$ cat config.mk
export PLATFORM = sky130hd
export DESIGN_NAME = rsp_packet_receiver
export DESIGN_NICKNAME = d
export VERILOG_FILES = /design/src/design/rsp_pkg.sv /design/src/design/rsp_core.sv /design/src/design/rsp_out_buf.sv /design/src/design/rsp_packet_receiver.sv
export SDC_FILE = /design/constraint.sdc
export NUM_CORES = 1
export LEC_CHECK = 0
export ABC_AREA = 1
export BUFFER_PORTS_ARGS = -buffer_cell sky130_fd_sc_hd__buf_2
export CAP_MARGIN = 20
export CORE_ASPECT_RATIO = 1.4
export CORE_MARGIN = 3
export CORE_UTILIZATION = 52
export DETAILED_ROUTE_END_ITERATION = 8
export GPL_TIMING_DRIVEN = 0
export PLACE_DENSITY = 0.71
export SYNTH_ARGS = -nofsm -noshare
export SYNTH_HDL_FRONTEND = slang
export SYNTH_HIERARCHICAL = 1
export SYNTH_SLANG_ARGS = --single-unit
$ cat constraint.sdc
create_clock -name clk -period 7.3 [get_ports clk]
set_clock_uncertainty 0.15 [all_clocks]
set_input_delay 0.365 -clock clk [delete_from_list [all_inputs] [get_ports clk]]
set_output_delay 0.365 -clock clk [all_outputs]
set_load 0.05 [all_outputs]
$ cat src/design/rsp_pkg.sv
// ----------------------------------------------------------------------------
// rsp_pkg
// Shared types, character codes and helpers for the RSP packet receiver.
// ----------------------------------------------------------------------------
package rsp_pkg;

  localparam int MaxLenDefault = 128;

  localparam logic [7:0] CH_START = 8'h24;
  localparam logic [7:0] CH_END   = 8'h23;
  localparam logic [7:0] CH_ESC   = 8'h7d;
  localparam logic [7:0] CH_ACK   = 8'h2b;
  localparam logic [7:0] CH_NAK   = 8'h2d;
  localparam logic [7:0] ESC_XOR  = 8'h20;

  typedef enum logic [2:0] {
    KIND_DATA    = 3'd0,
    KIND_ACK     = 3'd1,
    KIND_NAK     = 3'd2,
    KIND_RESTART = 3'd3,
    KIND_ABORT   = 3'd4
  } kind_t;

  typedef struct packed {
    kind_t       kind;
    logic [7:0]  value;
    logic [7:0]  length;
  } result_t;

  // Hex digit of either case; bit 4 set when the byte is no digit.
  function automatic logic [4:0] hex_value(input logic [7:0] c);
    logic [4:0] d;
    d = 5'h10;
    if (c >= 8'h30 && c <= 8'h39) begin
      d = {1'b0, 4'(c - 8'h30)};
    end else if (c >= 8'h61 && c <= 8'h66) begin
      d = {1'b0, 4'(c - 8'h57)};
    end else if (c >= 8'h41 && c <= 8'h46) begin
      d = {1'b0, 4'(c - 8'h37)};
    end
    return d;
  endfunction

endpackage

$ cat src/design/rsp_core.sv
// ----------------------------------------------------------------------------
// rsp_core
// Packet state, running checksum and byte count; one received byte per step.
// ----------------------------------------------------------------------------
module rsp_core #(
  parameter int MAX_LEN = rsp_pkg::MaxLenDefault
) (
  input  logic             clk,
  input  logic             rst,
  input  logic             step,
  input  logic [7:0]       rx_byte,
  output logic             res_valid,
  output rsp_pkg::result_t res
);

  typedef enum logic [4:0] {
    PH_HUNT = 5'b00001,
    PH_BODY = 5'b00010,
    PH_ESC  = 5'b00100,
    PH_CKHI = 5'b01000,
    PH_CKLO = 5'b10000
  } phase_t;

  localparam logic [8:0] MaxLenW = 9'(MAX_LEN);

  phase_t     phase, phase_next;
  logic [7:0] running_sum, running_sum_next;
  logic [7:0] byte_count, byte_count_next;
  logic [3:0] high_digit, high_digit_next;
  logic       digit_bad, digit_bad_next;

  logic       do_accept;
  logic [7:0] acc_byte;
  logic [8:0] count_inc;
  logic [4:0] digit;

  assign count_inc = {1'b0, byte_count} + 9'd1;
  assign digit     = rsp_pkg::hex_value(rx_byte);

  always_comb begin
    phase_next       = phase;
    running_sum_next = running_sum;
    byte_count_next  = byte_count;
    high_digit_next  = high_digit;
    digit_bad_next   = digit_bad;
    res_valid        = 1'b0;
    res.kind         = rsp_pkg::KIND_DATA;
    res.value        = 8'h00;
    res.length       = byte_count;
    do_accept        = 1'b0;
    acc_byte         = rx_byte;
    case (phase)
      PH_BODY: begin
        if (rx_byte == rsp_pkg::CH_START) begin
          running_sum_next = 8'h00;
          byte_count_next  = 8'h00;
          res_valid        = 1'b1;
          res.kind         = rsp_pkg::KIND_RESTART;
        end else if (rx_byte == rsp_pkg::CH_END) begin
          phase_next = PH_CKHI;
        end else begin
          running_sum_next = running_sum + rx_byte;
          if (rx_byte == rsp_pkg::CH_ESC) begin
            phase_next = PH_ESC;
          end else begin
            do_accept = 1'b1;
          end
        end
      end
      PH_ESC: begin
        running_sum_next = running_sum + rx_byte;
        do_accept        = 1'b1;
        acc_byte         = rx_byte ^ rsp_pkg::ESC_XOR;
      end
      PH_CKHI: begin
        digit_bad_next  = digit[4];
        high_digit_next = digit[3:0];
        phase_next      = PH_CKLO;
      end
      PH_CKLO: begin
        phase_next     = PH_HUNT;
        digit_bad_next = 1'b0;
        res_valid      = 1'b1;
        if (!digit[4] && !digit_bad && {high_digit, digit[3:0]} == running_sum) begin
          res.kind  = rsp_pkg::KIND_ACK;
          res.value = rsp_pkg::CH_ACK;
        end else begin
          res.kind  = rsp_pkg::KIND_NAK;
          res.value = rsp_pkg::CH_NAK;
        end
      end
      default: begin
        if (rx_byte == rsp_pkg::CH_START) begin
          phase_next       = PH_BODY;
          running_sum_next = 8'h00;
          byte_count_next  = 8'h00;
          digit_bad_next   = 1'b0;
        end else begin
          phase_next = PH_HUNT;
        end
      end
    endcase
    if (do_accept) begin
      res_valid = 1'b1;
      if (count_inc >= MaxLenW) begin
        phase_next = PH_HUNT;
        res.kind   = rsp_pkg::KIND_ABORT;
        res.length = MaxLenW[7:0];
      end else begin
        phase_next      = PH_BODY;
        byte_count_next = count_inc[7:0];
        res.value       = acc_byte;
        res.length      = count_inc[7:0];
      end
    end
  end

  always_ff @(posedge clk) begin
    if (rst) begin
      phase       <= PH_HUNT;
      running_sum <= 8'h00;
      byte_count  <= 8'h00;
      high_digit  <= 4'h0;
      digit_bad   <= 1'b0;
    end else if (step) begin
      phase       <= phase_next;
      running_sum <= running_sum_next;
      byte_count  <= byte_count_next;
      high_digit  <= high_digit_next;
      digit_bad   <= digit_bad_next;
    end
  end

endmodule

$ cat src/design/rsp_out_buf.sv
// ----------------------------------------------------------------------------
// rsp_out_buf
// Result register with a skid stage in front of the output stream.
// ----------------------------------------------------------------------------
module rsp_out_buf (
  input  logic             clk,
  input  logic             rst,
  input  logic             push,
  input  rsp_pkg::result_t push_res,
  output logic             full,
  output logic             out_valid,
  output rsp_pkg::result_t out_res,
  input  logic             out_ready
);

  logic             skid_valid;
  rsp_pkg::result_t skid_res;
  logic             out_free;

  assign full     = skid_valid;
  assign out_free = !out_valid || out_ready;

  always_ff @(posedge clk) begin
    if (rst) begin
      out_valid  <= 1'b0;
      skid_valid <= 1'b0;
    end else begin
      if (out_free) begin
        out_valid <= skid_valid || push;
      end
      if (skid_valid) begin
        if (out_free) skid_valid <= 1'b0;
      end else if (push && !out_free) begin
        skid_valid <= 1'b1;
      end
    end
  end

  always_ff @(posedge clk) begin
    if (out_free) begin
      out_res <= skid_valid ? skid_res : push_res;
    end
    if (!skid_valid && push && !out_free) begin
      skid_res <= push_res;
    end
  end

endmodule

$ cat src/design/rsp_packet_receiver.sv
// ----------------------------------------------------------------------------
// rsp_packet_receiver
// Receiver for remote serial protocol packets, one byte per beat.
// ----------------------------------------------------------------------------
// Path: a result beat passes the input register, then the result register;
// while the skid register is full, the input register holds its byte.
// Throughput: 1 byte per cycle while the skid register is empty; checksum and
// count update combinationally between the input and result registers.
// Reset: rst, synchronous; clears the input and output valids and returns the
// packet state to hunting for the start character with zero sum and count.
// ----------------------------------------------------------------------------
module rsp_packet_receiver #(
  parameter int MAX_LEN = rsp_pkg::MaxLenDefault
) (
  input  logic        clk,
  input  logic        rst,
  input  logic        s_tvalid,
  output logic        s_tready,
  input  logic [7:0]  s_tdata,   // [7:0] rx_byte
  output logic        m_tvalid,
  input  logic        m_tready,
  output logic [15:0] m_tdata,   // [7:0] value, [15:8] length
  output logic [2:0]  m_tuser    // [2:0] kind
);

  logic             in_valid;
  logic [7:0]       in_byte;
  logic             advance;
  logic             buf_full;
  logic             res_valid;
  rsp_pkg::result_t res;
  rsp_pkg::result_t out_res;

  assign advance  = in_valid && !buf_full;
  assign s_tready = !in_valid || advance;

  always_ff @(posedge clk) begin
    if (rst) begin
      in_valid <= 1'b0;
    end else if (s_tready) begin
      in_valid <= s_tvalid;
    end
  end

  always_ff @(posedge clk) begin
    if (s_tready && s_tvalid) begin
      in_byte <= s_tdata;
    end
  end

  rsp_core #(
    .MAX_LEN(MAX_LEN)
  ) u_core (
    .clk      (clk),
    .rst      (rst),
    .step     (advance),
    .rx_byte  (in_byte),
    .res_valid(res_valid),
    .res      (res)
  );

  rsp_out_buf u_out_buf (
    .clk      (clk),
    .rst      (rst),
    .push     (advance && res_valid),
    .push_res (res),
    .full     (buf_full),
    .out_valid(m_tvalid),
    .out_res  (out_res),
    .out_ready(m_tready)
  );

  assign m_tdata = {out_res.length, out_res.value};
  assign m_tuser = out_res.kind;

endmodule

# Word-level counts from Yosys, hierarchy flattened
# Cells that the tools add are included.
[op_classes]
bitwise = 3
add_sub_neg = 5
eq_ne = 12
magnitude_cmp = 7
reduce_logical = 29
n_mux = 40
[op_table]
columns = ["operator", "count"]
rows = [
  ["2-to-1 mux 8 bit", 10],
  ["2-to-1 mux 19 bit", 2],
  ["2-to-1 mux 5 bit", 7],
  ["case mux 8 bit (3 select lines)", 1],
  ["case mux 5 bit (4 select lines)", 1],
  ["equality test 8 x 6 -> 1 bit, second input constant", 2],
  [">= comparator 8 x 7 -> 1 bit, second input constant", 2],
  ["less-or-equal comparator 8 x 7 -> 1 bit, second input constant", 2],
  ["logical AND 1 bit", 11],
  ["2-to-1 mux 10 bit", 1],
  ["adder 8 x 1 -> 9 bit, second input constant", 1],
  [">= comparator 9 x 8 -> 1 bit, second input constant", 1],
  ["2-to-1 mux 1 bit", 9],
  ["adder 8 bit", 1],
  ["equality test 8 x 7 -> 1 bit, second input constant", 1],
  ["equality test 8 bit", 1],
  [">= comparator 8 x 6 -> 1 bit, second input constant", 1],
  ["less-or-equal comparator 8 x 6 -> 1 bit, second input constant", 1],
  ["AND reduction 4 bit", 2],
  ["subtractor 4 x 3 -> 4 bit, second input constant", 2],
  ["logical NOT 1 bit", 6],
  ["2-to-1 mux 2 bit", 3],
  ["2-to-1 mux 6 bit", 1],
  ["!= test 3 x 2 -> 1 bit, second input constant", 2],
  ["18 further kinds", 25],
]
[word_totals]
word_cells = 111
regBits = 75
output_inout_bits = 21
input_bits = 12

# Depth between registers and ports, before layout
# Gate-level depths: netlist of run 1.
[depth]
ltp_word = 13
depth_mapped = 17
ltp_nobuf = 17

# Cells and area by module
# The synthesis of run 1 kept the hierarchy.
[by_module_without_submodules]
columns = ["mod", "seq_area_each_um2", "n_inst", "cells_each", "area_per_inst_um2"]
rows = [
  ["rsp_core", 520.5, 1, 344, 2297.2],
  ["rsp_out_buf", 1181.1, 1, 112, 1480.2],
  ["rsp_packet_receiver", 260.2, 1, 17, 301.5],
]

# Worst setup path before layout of run 1
# No wires, ideal clock.
[synth_timing]
path_type = "reg2reg"
from = "reg in_byte[1]"
to = "reg u_out_buf/skid_res[0] (netlist name) (enable)"
path_stages_with_launch = 11
path_slack_ps = 4428
setup_ps = 395
path_buffers = 0
period_less_slack_ps = 2872
required_time_ps = 6755
arrival_time_ps = 2327
cell_sequence = "edfxtp_1 -> inv_1 -> ha_1 -> nand3_1 -> nor2_1 -> nor2_1 -> a21oi_2 -> nand3_1 -> and3_1 -> nand2_1 -> nor2_1"
[synth_between]
elab_chain_len = 9
word_cells_on_any_way = 13
cone_classes = "eq/ne (3); mux (7); reduce/logical (3)"
[synth_lines]
columns = ["item", "line", "rtl"]
rows = [
  ["start, declared", "rsp_packet_receiver.sv:27", "logic [7:0] in_byte;"],
  ["start signal, assigned", "rsp_packet_receiver.sv:47", "in_byte <= s_tdata;"],
  ["equality test 8 x 7 -> 1 bit", "rsp_core.sv:63", "if (rx_byte == rsp_pkg::CH_ESC) begin"],
  ["2-to-1 mux 1 bit", "rsp_core.sv:63", ""],
  ["2-to-1 mux 1 bit", "rsp_core.sv:59", "end else if (rx_byte == rsp_pkg::CH_END) begin"],
  ["2-to-1 mux 1 bit", "rsp_core.sv:54", "if (rx_byte == rsp_pkg::CH_START) begin"],
  ["case mux 1 bit (2 select lines)", "rsp_core.sv:52", "case (phase)"],
  ["2-to-1 mux 1 bit *", "rsp_core.sv:103", "if (do_accept) begin"],
  ["via res_valid", "rsp_packet_receiver.sv:30", "logic res_valid;"],
  ["logical AND 1 bit *", "rsp_packet_receiver.sv:65", ".push (advance && res_valid),"],
  ["logical AND 1 bit * (2 in series)", "rsp_out_buf.sv:43", "if (!skid_valid && push && !out_free) begin"],
  ["end signal, assigned", "rsp_out_buf.sv:44", "skid_res <= push_res;"],
  ["end, declared", "rsp_out_buf.sv:17", "rsp_pkg::result_t skid_res;"],
]
# Mark *: on every way through the listed nets, which the timed path passes. The rest lies on a longest branch.
# A chain may end at the register's enable or synchronous reset.

# Final worst setup path of run 1
[layout_timing]
from = "reg in_byte[1]"
to = "reg u_out_buf/skid_res[17] (netlist name) (enable)"
# Same word-level chain as after synthesis.

==> impl_metrics.py, run 1 <==
metrics = {
    "run_status": {
        "status": "finished clean",
    },
    "sta": {
        "rsz0062_at_grt": "false",
        "worstMarginPinSlew_ns": 0.859,
        "finalHoldViolCount": 0,
        "relSlewSlack": 0.427,
        "period_share": 0.438,
        "hold_ws_ns": 0.0469,
        "setup_viol": 0,
        "fmax_ghz": 0.313,
        "totalNegativeSetupSlack_ns": 0,
        "period_needed_ns": 3.20,
        "final_max_slew_viol_count": 0,
    },
    "cts": {
        "cts_tree": "done",
        "cts.path.max_buffers": 2,
        "cts_resized": 0,
        "htree_levels": 3,
        "cts.sinks": 75,
        "cts_root_buf": "clkbuf_8",
        "cts_setup_buffers": 0,
        "numCtsBuffers": 9,
        "clock_latency_ns": 0.34,
        "hold_buffers": 0,
        "clk_pin_slew_ns": 0.08,
    },
    "finish": {
        "seqCellArea_mm2": 0.00196,
        "fin_nets": 542,
        "final_cell_area_mm2": 0.00456,
        "drive_above_1_share": 0.188,
        "area_growth_pct": 11.7,
        "n_antenna_cell": 0,
        "multi_input_area_mm2": 0.00187,
        "num-fill-cells": 725,
    },
    "worst_setup_path": {
        "crit_slowest_cell": "nor2_1",
        "cp_cell_sequence": "inv_1, ha_1, nand3_1, nor2_1, nor2_1, a21oi_2, nand3_1, and3_1, nand2_1, nor2_1, buf_6",
        "critPathTopFamily": "simple AND/OR/NAND/NOR gates",
        "startpoint_type": "flop",
        "cpMostUsedCell": "nor2_1",
        "reg2reg_slack_ns": 4.10,
        "crit_type": "reg -> reg",
        "cp.arrival_ns": 3.10,
        "cp_max_fo": 10,
        "critPathBufInv": 2,
        "required_ns": 7.20,
        "worstSetupEndpointType": "flop",
        "worst_path_largest_cell_delay_ns": 0.61,
    },
    "floorplanning": {
        "coreArea_mm2": 0.00750,
        "rows": 37,
        "die-height_um": 111,
        "die_width_um": 80.9,
        "initial_core_util": 0.544,
        "fp.dieArea_mm2": 0.00896,
        "pin_count": 33,
    },
    "yosys": {
        "yosys-top-cells-area": "edfxtp_1, dfxtp_1, nand2_1",
        "synth_top_area_frac": 0.339,
        "yosys.area.top_type": "edfxtp_1",
        "synth_flop_cell": "edfxtp_1",
        "syn-num-nets": 498,
        "synth.distinct_cells": 43,
        "synth_edf_count": 46,
        "yosysSeqAreaShare": 0.481,
        "synth_area_mm2": 0.00408,
        "yosys_warnings": 6,
        "synthArstFlopShare": 0,
        "syn_inst": 473,
        "syn_avg_cell_area_um2": 8.62,
        "synth_seq_cells": 75,
    },
    "detailed_routing": {
        "viasPerCell": 5.38,
        "wl_per_cell_um": 14.1,
        "first_iter_violations": 183,
        "routed_wirelength_um": 8710,
        "vias": 3330,
        "final_antenna_net_count": 0,
        "drc": 0,
        "first_pass_iters": 4,
    },
    "power_and_ir_drop": {
        "peakVddDrop_mv": 0.118,
        "power_leakage_uw": 0.00205,
        "powerDensity_mw_per_mm2": 187,
        "fin_total_pwr_uw": 853,
    },
    "placed_design": {
        "io_buffers": 32,
        "routabilityCongestion": 0.942,
        "dp_hpwl_um": 6660,
        "post_dp_cell_area_mm2": 0.00437,
    },
    "global_route": {
        "grt_max_degree": 21,
        "grt_pass1_vias": 3202,
        "track_usage": 0.208,
        "antenna_found_initial": 0,
        "grt_pass1_wl_um": 14600,
        "grt_overflow": 0,
    },
    "worst_hold_path": {
        "hold_path_class": "in -> reg",
    },
    "flow_run": {
        "drv_cap": 0,
    },
}
report_power, final:
group | internal, µW | switching (µW) | total, µW
clock network | 157 | 151 | 308
registers | 457 | 11.2 | 468
logic | 23.6 | 52.5 | 76.1
total | 638 | 215 | 853
metal layers:
layer  track usage  part of all wire
met5             0                 0
met4         0.105             0.032
met3        0.0333             0.028
met2         0.365              0.52
met1         0.235              0.42
layout by cell type (no fill, tap or decap), types with 7 or more instances in the layout:
| cell type | Yosys | layout |
|---|---|---|
| clkbuf_8 | 0 | 9 |
| nor2_1 | 38 | 38 |
| edfxtp_1 | 46 | 46 |
| dfxtp_1 | 29 | 29 |
| inv_2 | 7 | 7 |
| ha_1 | 12 | 12 |
| inv_1 | 34 | 34 |
| buf_2 | 1 | 33 |
| nand3_1 | 40 | 40 |
| o21ai_0 | 16 | 16 |
| nand2_2 | 8 | 8 |
| nand4_1 | 11 | 11 |
| xor2_1 | 7 | 7 |
| a21oi_1 | 22 | 22 |
| nand2_1 | 133 | 133 |
| a31oi_1 | 8 | 8 |
cells in the mapped netlist (6+ instances only):
library cell and count:
nand2_1 133, edfxtp_1 46, xor2_1 7, ha_1 12
nand2_2 8, a21oi_1 22, inv_1 34, a31oi_1 8
nand4_1 11, nand3_1 40, nor2_1 38, nor2_2 6
dfxtp_1 29, o21ai_0 16, inv_2 7
logic make-up after synthesis:
logic type / after synthesis / share of synthesized area
xor gates and xnor gates: 10 / 0.0215
buffers and inverters: 53 / 0.0617
DFF: 75 / 0.481
AOI/OAI and AO/OA: 62 / 0.0905
and+or+nand+nor: 260 / 0.304
adders and majority gates: 13 / 0.0417
sequential cells by signal, summed over array words and instances (netlist names):
name,flops
u_core/high_digit,4
u_core/digit_bad,1
u_out_buf/skid_res,19
u_core/byte_count,8
u_core/phase,5
in_valid,1
u_out_buf/full,1
in_byte,8
u_core/running_sum,8
u_out_buf/out_valid,1
u_out_buf/out_res,19
stage by stage:
step	instances	utilization	setup WS (ns)
after floorplan	473	-	4.43
after global placement	602	0.581	3.88
after detailed placement	603	0.583	4.13
after CTS	619	0.608	4.12
after global routing	619	0.608	3.95
final	619	0.608	4.10
path summary, 6_finish.rpt:
check / startpoint / to / cells after the start
min: s_tdata[1] / in_byte[1] / 1
max reg2reg: in_byte[1] / u_out_buf/skid_res[17] / 11
min reg2reg: u_core/running_sum[0] / u_core/running_sum[0] / 2
max: in_byte[1] / u_out_buf/skid_res[17] / 11
worst reg2reg max path, cell delays in order (launching register included):
cell	delay, ns
edfxtp_1	0.55
inv_1	0.11
ha_1	0.25
nand3_1	0.11
nor2_1	0.08
nor2_1	0.22
a21oi_2	0.20
nand3_1	0.11
and3_1	0.21
nand2_1	0.07
nor2_1	0.61
buf_6	0.25
layout make-up:
class | count | share of cell area
Clock buffer | 11 | 0.0288
Buffer | 10 | 0.0184
Clock inverter | 5 | 0.0121
Tap cell | 97 | 0.0266
Inverter | 43 | 0.0368
Multi-Input combinational cell | 345 | 0.409
Sequential cell | 75 | 0.430
Timing Repair Buffer | 33 | 0.0376
No activity file was read; power rests on OpenSTA's default activity.
==> run 2, diff against run 1 <==
--- a/config.mk
+++ b/config.mk
@@ -5,7 +5,7 @@
 export SDC_FILE = /design/constraint.sdc
 export NUM_CORES = 1
 export LEC_CHECK = 0
-export ABC_AREA = 1
+export ABC_AREA = 0
 export BUFFER_PORTS_ARGS = -buffer_cell sky130_fd_sc_hd__buf_2
 export CAP_MARGIN = 20
 export CORE_ASPECT_RATIO = 1.4
==> constraint.sdc (replaced) <==
create_clock -name clk -period 3 [get_ports clk]
set_clock_uncertainty 0.15 [all_clocks]
set_input_delay 0.15 -clock clk [delete_from_list [all_inputs] [get_ports clk]]
set_output_delay 0.15 -clock clk [all_outputs]
set_load 0.05 [all_outputs]
==> run 2 against run 1 <==
Effect of this change: register-to-register slack got worse by 4.0 ns; via count fell by 12%; synthesized cell count fell by 23%; maximum frequency rose by 11%; global-route usage fell by 1.2 points; power rose by 140%; setup slack got worse by 4.0 ns; sequential power rose by 140%; sequential share of layout area fell by 1.3 points; final cell count fell by 14%; flip-flop and latch count did not move; critical path type unchanged; highest routed layer unchanged.
==> impl_metrics.py, run 2 <==
metrics = {
    "finish": {
        "num-fill-cells": 560,
        "fin_nets": 457,
        "final_util": 0.656,
        "drive_above_1_share": 0.234,
        "area_growth_pct": 19.4,
        "layout_common_cells": "edfxtp_1, buf_2, dfxtp_1",
        "final_cell_area_mm2": 0.00470,
        "final_common_cell": "edfxtp_1",
        "n_antenna_cell": 0,
        "reg.largest.list": "u_out_buf/out_res: 19 flops, u_out_buf/skid_res: 19 flops",
        "stdcell_count": 530,
    },
    "worst_setup_path": {
        "cp_cell_sequence": "or4b_4, a311oi_4, o22ai_2, xor2_1, nand4_1, a22o_1, mux2_4",
        "crit_type": "reg -> reg",
        "cp.arrival_ns": 2.84,
        "cp_max_fo": 4,
        "required_ns": 2.95,
        "worstSetupEndpointType": "flop",
        "worst_path_largest_cell_delay_ns": 0.59,
        "reg2reg_slack_ns": 0.12,
        "critPathTopFamily": "compound AO/OA/AOI/OAI gates",
        "crit_slowest_cell": "or4b_4",
        "startpoint_type": "flop",
        "critPathBufInv": 0,
    },
    "floorplanning": {
        "pin_count": 33,
        "die-height_um": 109,
        "rows": 36,
        "fp.dieArea_mm2": 0.00865,
        "initial_core_util": 0.549,
        "die_width_um": 79.5,
        "coreArea_mm2": 0.00716,
    },
    "placed_design": {
        "dp.cells": 491,
        "io_buffers": 32,
        "routabilityCongestion": 0.864,
        "post_dp_cell_area_mm2": 0.00422,
        "dp_hpwl_um": 5470,
    },
    "yosys": {
        "yosys.area.top_type": "edfxtp_1",
        "synth_area_mm2": 0.00393,
        "yosysMostFrequentCell": "edfxtp_1",
        "synth_seq_cells": 75,
        "syn-num-nets": 389,
        "yosysSeqAreaShare": 0.499,
        "synthArstFlopShare": 0,
        "syn_inst": 364,
        "synth_flop_cell": "edfxtp_1",
        "synth_top_area_frac": 0.351,
        "synth_edf_count": 46,
        "yosys-top-cells-area": "edfxtp_1, dfxtp_1, mux2_4",
        "yosys_warnings": 6,
        "synth.distinct_cells": 59,
        "syn_avg_cell_area_um2": 10.8,
        "synth_common_cells": "edfxtp_1, dfxtp_1, nor2_1",
    },
    "sta": {
        "finalHoldViolCount": 0,
        "relSlewSlack": 0.355,
        "setup_viol": 0,
        "fmax_ghz": 0.347,
        "period_needed_ns": 2.88,
        "period_share": 0.960,
        "rsz0062_at_grt": "false",
        "final_max_slew_viol_count": 0,
        "hold_ws_ns": 0.331,
        "worstMarginPinSlew_ns": 0.967,
    },
    "global_route": {
        "grt_pass1_vias": 2957,
        "antenna_found_initial": 0,
        "grt_pass1_wl_um": 13100,
        "grt_max_degree": 23,
        "track_usage": 0.196,
        "grt_overflow": 0,
    },
    "cts": {
        "cts_tree": "done",
        "numCtsBuffers": 9,
        "cts.sinks": 75,
        "clock_latency_ns": 0.35,
        "htree_levels": 3,
        "cts.path.max_buffers": 2,
        "cts_root_buf": "clkbuf_8",
        "clk_pin_slew_ns": 0.07,
    },
    "flow_run": {
        "drv_cap": 0,
    },
    "detailed_routing": {
        "drc": 0,
        "viasPerCell": 5.56,
        "first_pass_iters": 4,
        "wl_per_cell_um": 14.9,
        "first_iter_violations": 149,
        "final_antenna_net_count": 0,
        "vias": 2947,
        "routed_wirelength_um": 7880,
    },
    "power_and_ir_drop": {
        "powerDensity_mw_per_mm2": 435,
        "power_leakage_uw": 0.00188,
        "fin_total_pwr_uw": 2040,
        "peakVddDrop_mv": 0.352,
    },
    "run_status": {
        "status": "finished clean",
    },
    "worst_hold_path": {
        "hold_path_class": "reg -> reg",
    },
}
==> run 2: through the flow <==
step,worst slack (ns),setup TNS [ns]
6_report,0.120,0
3_5_place_dp,-0.278,-5.66
5_1_grt,0.0221,0
2_1_floorplan,0.131,0
4_1_cts,0.000917,0
3_3_place_gp,-0.238,-4.87
==> run 2: timing repair <==
action | 4_1_cts | 5_1_grt
pin swaps | 3 | 1
hold buffers | 11 | 0
setup endpoints to repair | 23 | 31
gates resized for setup | 7 | 5
buffers inserted | 9 | 5
hold endpoints to repair | 11 | 0
==> run 2: final timing paths <==
check,from,to,depth (start not counted)
worst max-delay path,in_byte[3],u_out_buf/out_res[10],7
worst min-delay path,u_core/phase[3],u_core/phase[3],2
worst min register to register,u_core/phase[3],u_core/phase[3],2
worst max register to register,in_byte[3],u_out_buf/out_res[10],7
==> run 2: logic make-up after synthesis <==
logic type,after synthesis,synth area share
AO/OA/AOI/OAI,77,0.122
XOR/XNOR,16,0.0356
adder cells (fa/ha/maj),13,0.0433
buffers and inverters,26,0.0293
flip-flops,75,0.499
multiplexers,24,0.0847
AND/OR/NAND/NOR,133,0.186
==> run 2: final cells by class <==
| type | instances | area, µm² | area share |
|---|---|---|---|
| inverter | 14 | 52.6 | 0.0112 |
| multi-input combinational | 263 | 1920 | 0.409 |
| clock buffer | 9 | 124 | 0.0264 |
| clock inverter | 5 | 80.1 | 0.0171 |
| sequential | 75 | 1960 | 0.418 |
| buffer | 12 | 63.8 | 0.0136 |
| tap | 95 | 119 | 0.0253 |
| timing repair buffer | 57 | 375 | 0.0799 |
==> run 2: worst min-delay path: cells and delay by family, from the launching register on <==
| family | cells | cell delay, ns |
|---|---|---|
| AOI/OAI and AO/OA | 1 | 0.05 |
| and+or+nand+nor | 1 | 0.06 |
| DFF | 1 | 0.33 |
==> run 2: metal layers <==
metal / vias to the layer above / track usage / wire length, µm
met5: - / 0 / 0
met3: 17 / 0.0380 / 352
met1: 1385 / 0.220 / 3380
li1: 1469 / - / -
met2: 76 / 0.340 / 3900
met4: 0 / 0.118 / 245
==> run 2: power breakdown <==
group / switching (µW) / total (µW) / leakage [µW] / internal [µW]
clock: 347 / 803 / 0.0000972 / 457
sequential: 10.6 / 1110 / 0.000746 / 1100
combinational: 73.4 / 132 / 0.00104 / 58.8
